**src/rtl/mrac_ram.sv**
```systemverilog
// generic single write port ram with registered read
`default_nettype none

module mrac_ram #(
   parameter int WIDTH = 64,
   parameter int DEPTH = 18
) (
   input  wire logic                     clock,
   input  wire logic                     we,
   input  wire logic [$clog2(DEPTH)-1:0] waddr,
   input  wire logic [WIDTH-1:0]         wdata,
   input  wire logic [$clog2(DEPTH)-1:0] raddr,
   output      logic [WIDTH-1:0]         rdata
);

   logic [WIDTH-1:0] mem [DEPTH];
   logic [WIDTH-1:0] rdata_ff;

   // write and registered read
   always_ff @(posedge clock) begin
      if (we) begin
         mem[waddr] <= wdata;
      end
      rdata_ff <= mem[raddr];
   end

   assign rdata = rdata_ff;

endmodule

`default_nettype wire

```
**config.mk**
```make
export PLATFORM = sky130hd
export DESIGN_NAME = mrac_ram
export DESIGN_NICKNAME = d
export VERILOG_FILES = /design/src/rtl/mrac_ram.sv
export SDC_FILE = /design/constraint.sdc
export NUM_CORES = 1
export LEC_CHECK = 0
export BUFFER_PORTS_ARGS = -buffer_cell sky130_fd_sc_hd__buf_2
export CAP_MARGIN = 10
export CORE_ASPECT_RATIO = 1.75
export CORE_MARGIN = 1.5
export CORE_UTILIZATION = 65
export DETAILED_ROUTE_END_ITERATION = 8
export PLACE_DENSITY = 0.83
export SLEW_MARGIN = 20
export SYNTH_ARGS = -nofsm -noshare
export SYNTH_HDL_FRONTEND = slang
export SYNTH_SLANG_ARGS = --single-unit
export TNS_END_PERCENT = 5
```
**constraint.sdc**
```tcl
create_clock -name clock -period 17 [get_ports clock]
set_clock_uncertainty 0.1 [all_clocks]
set_input_delay 2.55 -clock clock [delete_from_list [all_inputs] [get_ports clock]]
set_output_delay 2.55 -clock clock [all_outputs]
set_load 0.01 [all_outputs]
```
==> impl_metrics.csv <==
group,metric,value,unit
run_status,status,"completed",
setup_path,cp_max_fo,47,
grt,grt_pass1_wl,149000,um
drt,drc,0,
synthesis,synth.area.mux_share,15.4,%
setup_path,path_depth,7,
timing,worstMarginPinSlew,1.11,ns
placement,io_buffers,139,
drt,dr_wl_met2,52400,um
grt,grt_pass1_vias,23300,
timing,fmax,180,MHz
synthesis,syn_inst,2068,
final_layout,n_fill_cell,3590,
clock_network,post_cts_buffers,0,
synthesis,netlist_area,0.0453,mm2
setup_path,critPathCapture,"rdata[12]",
setup_path,cpPeakStageDelay,0.97,ns
synthesis,synth_compound_area_share,3.01,%
synthesis,synth_xor_area_share,0,%
synthesis,synth_top_family_by_area,"multiplexers",
timing,slew_viol_final,0,
timing,slew-limit-headroom,25.6,%
grt,grt_overflow,0,
setup_path,crit_path_end_kind,"flop",
floorplanning,rows,127,
setup_path,start_kind,"input pin",
final_layout,multi_input_area,0.00887,mm2
setup_path,path_cells,"buf_6 -> buf_4 -> and2_2 -> buf_4 -> a221oi_1 -> o21ai_1 -> o211ai_1",
floorplanning,die_area,0.0713,mm2
floorplanning,core_area,0.0688,mm2
final_layout,final_common_cell,"edfxtp_1",
drt,wl_per_cell,31.6,um
pwr,leakagePower,16.3,nW
final_layout,seq_area,0.0359,mm2
synthesis,synthAdderAreaFrac,0,%
clock_network,cts_made_buffers,97,
setup_path,critPathSlowestCell,"and2_2",
final_layout,area_delta_synth_final,10.7,%
pwr,powerDensity,117,mW/mm2
clock_network,cts.clk_slew.worst_paths,0.07,ns
final_layout,final_cell_mix,"1152 x edfxtp_1, 192 x mux4_2, 192 x mux2i_1",
drt,drt_first_pass_iters,5,
clock_network,clock_sink_count,1216,
timing,hold_slack,0.508,ns
placement,place.gp.congestion,0.730,
drt,wl_met1,35200,um
drt,viasPerCell,6.82,
setup_path,path_delay_family,"buffers and inverters",
drt,postRouteWirelength,102000,um
setup_path,crit_start,"raddr[1]",
clock_network,cts.path.max_buffers,3,
grt,grt_max_degree,157,
clock_network,insertion_delay,0.68,ns
clock_network,ctsResizeCount,0,
synthesis,synth_cell_types,23,
drt,drt_iter0_markers,2815,
clock_network,cts.htree.levels,3,
hold_path,hold_class,"flop to flop",
synthesis,synth_fp_nets,2144,
timing,setup_viol,0,
placement,dp_cells,3034,
timing,rsz0062_at_grt,"no",
timing,finalCritPeriodShare,32.7,%
drt,ant_nets,0,
floorplanning,die_y,352,um
synthesis,yosysWarnings,0,
setup_path,worstPathArrival,5.98,ns
floorplanning,die_width,203,um
final_layout,fin_nets,2307,
drt,top_layer,"met5",
final_layout,drive_above_1_share,26.0,%
flow_run,maxCapViolCount,0,
setup_path,crit_top_cell,"buf_4",
floorplanning,num_io_pins,140,
timing,hold_viol,0,
setup_path,worst-setup-path-type,"input pin to flop",
synthesis,yosys.area_share.simple,0.887,%
setup_path,r2r_setup_slack,15.41,ns
setup_path,rr_worst_depth,3,
setup_path,timing.rr.start,"mem[5][27]",
clock_network,cts-root-buf,"clkbuf_16",
timing,tns,0,ns
final_layout,final_util,72.9,%
timing,layout_setup_ws,11.44,ns
synthesis,ys_seq_area_share,79.2,%
setup_path,regToRegEndpoint,"rdata[27]",
grt,antenna_found_initial,11,
synthesis,synth-seq-cells,1216,
placement,place_ws,10.80,ns
final_layout,layoutNonFillerInstCount,3224,
clock_network,cts_tree,"yes",
timing,period_minus_slack,5.56,ns
setup_path,path_buf_inv,3,
grt,track_usage,29.1,%
setup_path,worstPathRequired,17.42,ns
synthesis,syn_avg_cell_area,21.9,um2
pwr,peakVddDrop,0.0924,mV
placement,dp_hpwl,47500,um
drt,wl_met3,10600,um
clock_network,cts_hold_buf,0,
floorplanning,start_util,65.8,%
drt,via_count,22000,
[cells in the mapped netlist]
master    number  area (um2)
mux4_2       192        4320
o211ai_1      64         480
clkbuf_1      39         146
nand2_1       66         248
nor3_1         5        25.0
o21ai_1       64         320
buf_2         38         190
buf_4          9        67.6
or2_2          1        6.26
nand2b_1       3        18.8
a221oi_1      64         561
edfxtp_1    1152       34600
buf_1          5        18.8
and2_1         1        6.26
mux2_2        64         721
nand3_1        2        10.0
nand3b_1       2        15.0
nor2b_1        2        12.5
mux2i_1      192        1920
nor3b_1        1        7.51
nor2_1        14        52.6
buf_6         24         270
dfxtp_1       64        1280
[worst register-to-register path, stage by stage, from the launching register on]
cell	delay (ns)
edfxtp_1	0.38
mux4_2	0.49
o21ai_1	0.23
o211ai_1	0.20
[flip-flops by register name (all words and copies together) (netlist names)]
signal,count
mem,1152
rdata,64
[layout make-up]
type / instances / area share, %
antenna: 7 / 0.0349
clock buffer: 143 / 5.49
multi-input combinational: 737 / 17.7
clock inverter: 39 / 0.859
timing repair buffer: 179 / 2.11
sequential: 1216 / 71.6
tap: 903 / 2.25
[how the worst min path moves through the flow]
stage,from,endpoint,slack [ns],cells past startpoint
2_1_floorplan,mem[17][62],rdata[62],0.46,3
3_3_place_gp,mem[17][57],rdata[57],0.48,3
3_5_place_dp,mem[16][31],rdata[31],0.49,3
4_1_cts,mem[17][24],rdata[24],0.51,3
5_1_grt,mem[17][8],rdata[8],0.53,3
6_report,mem[16][4],rdata[4],0.51,3
[where the power goes]
part           total, W  internal, W  leakage [nW]  switching (W)
Sequential      0.00334      0.00332          10.9      0.0000187
Clock           0.00226      0.00124          1.54        0.00103
Combinational  0.000274     0.000104          3.87       0.000170
Total           0.00588      0.00466          16.3        0.00121
[cell families (layout without fill, tap and decap cells)]
| family | Yosys count | in the layout |
|---|---|---|
| flops | 1216 | 1216 |
| mux | 448 | 448 |
| compound gates | 192 | 192 |
| buf+inv | 115 | 361 |
| simple gates | 97 | 97 |
| other cells | 0 | 7 |
[metal layers]
layer | vias up | GRT usage (%)
met5 | - | 0
met4 | 12 | 11.8
met3 | 280 | 5.98
met2 | 1469 | 48.2
met1 | 11300 | 38.2
li1 | 8940 | -
[metrics by stage]
step | total power (W) | instance area, um2
finish | 0.00588 | 50100
CTS | 0.00589 | 50100
floorplan | 0.00357 | 45300
global route | 0.00601 | 50100
detailed placement | 0.00368 | 46900
global placement | 0.00366 | 46900
Note: power is estimated with default switching activity, not from simulation.
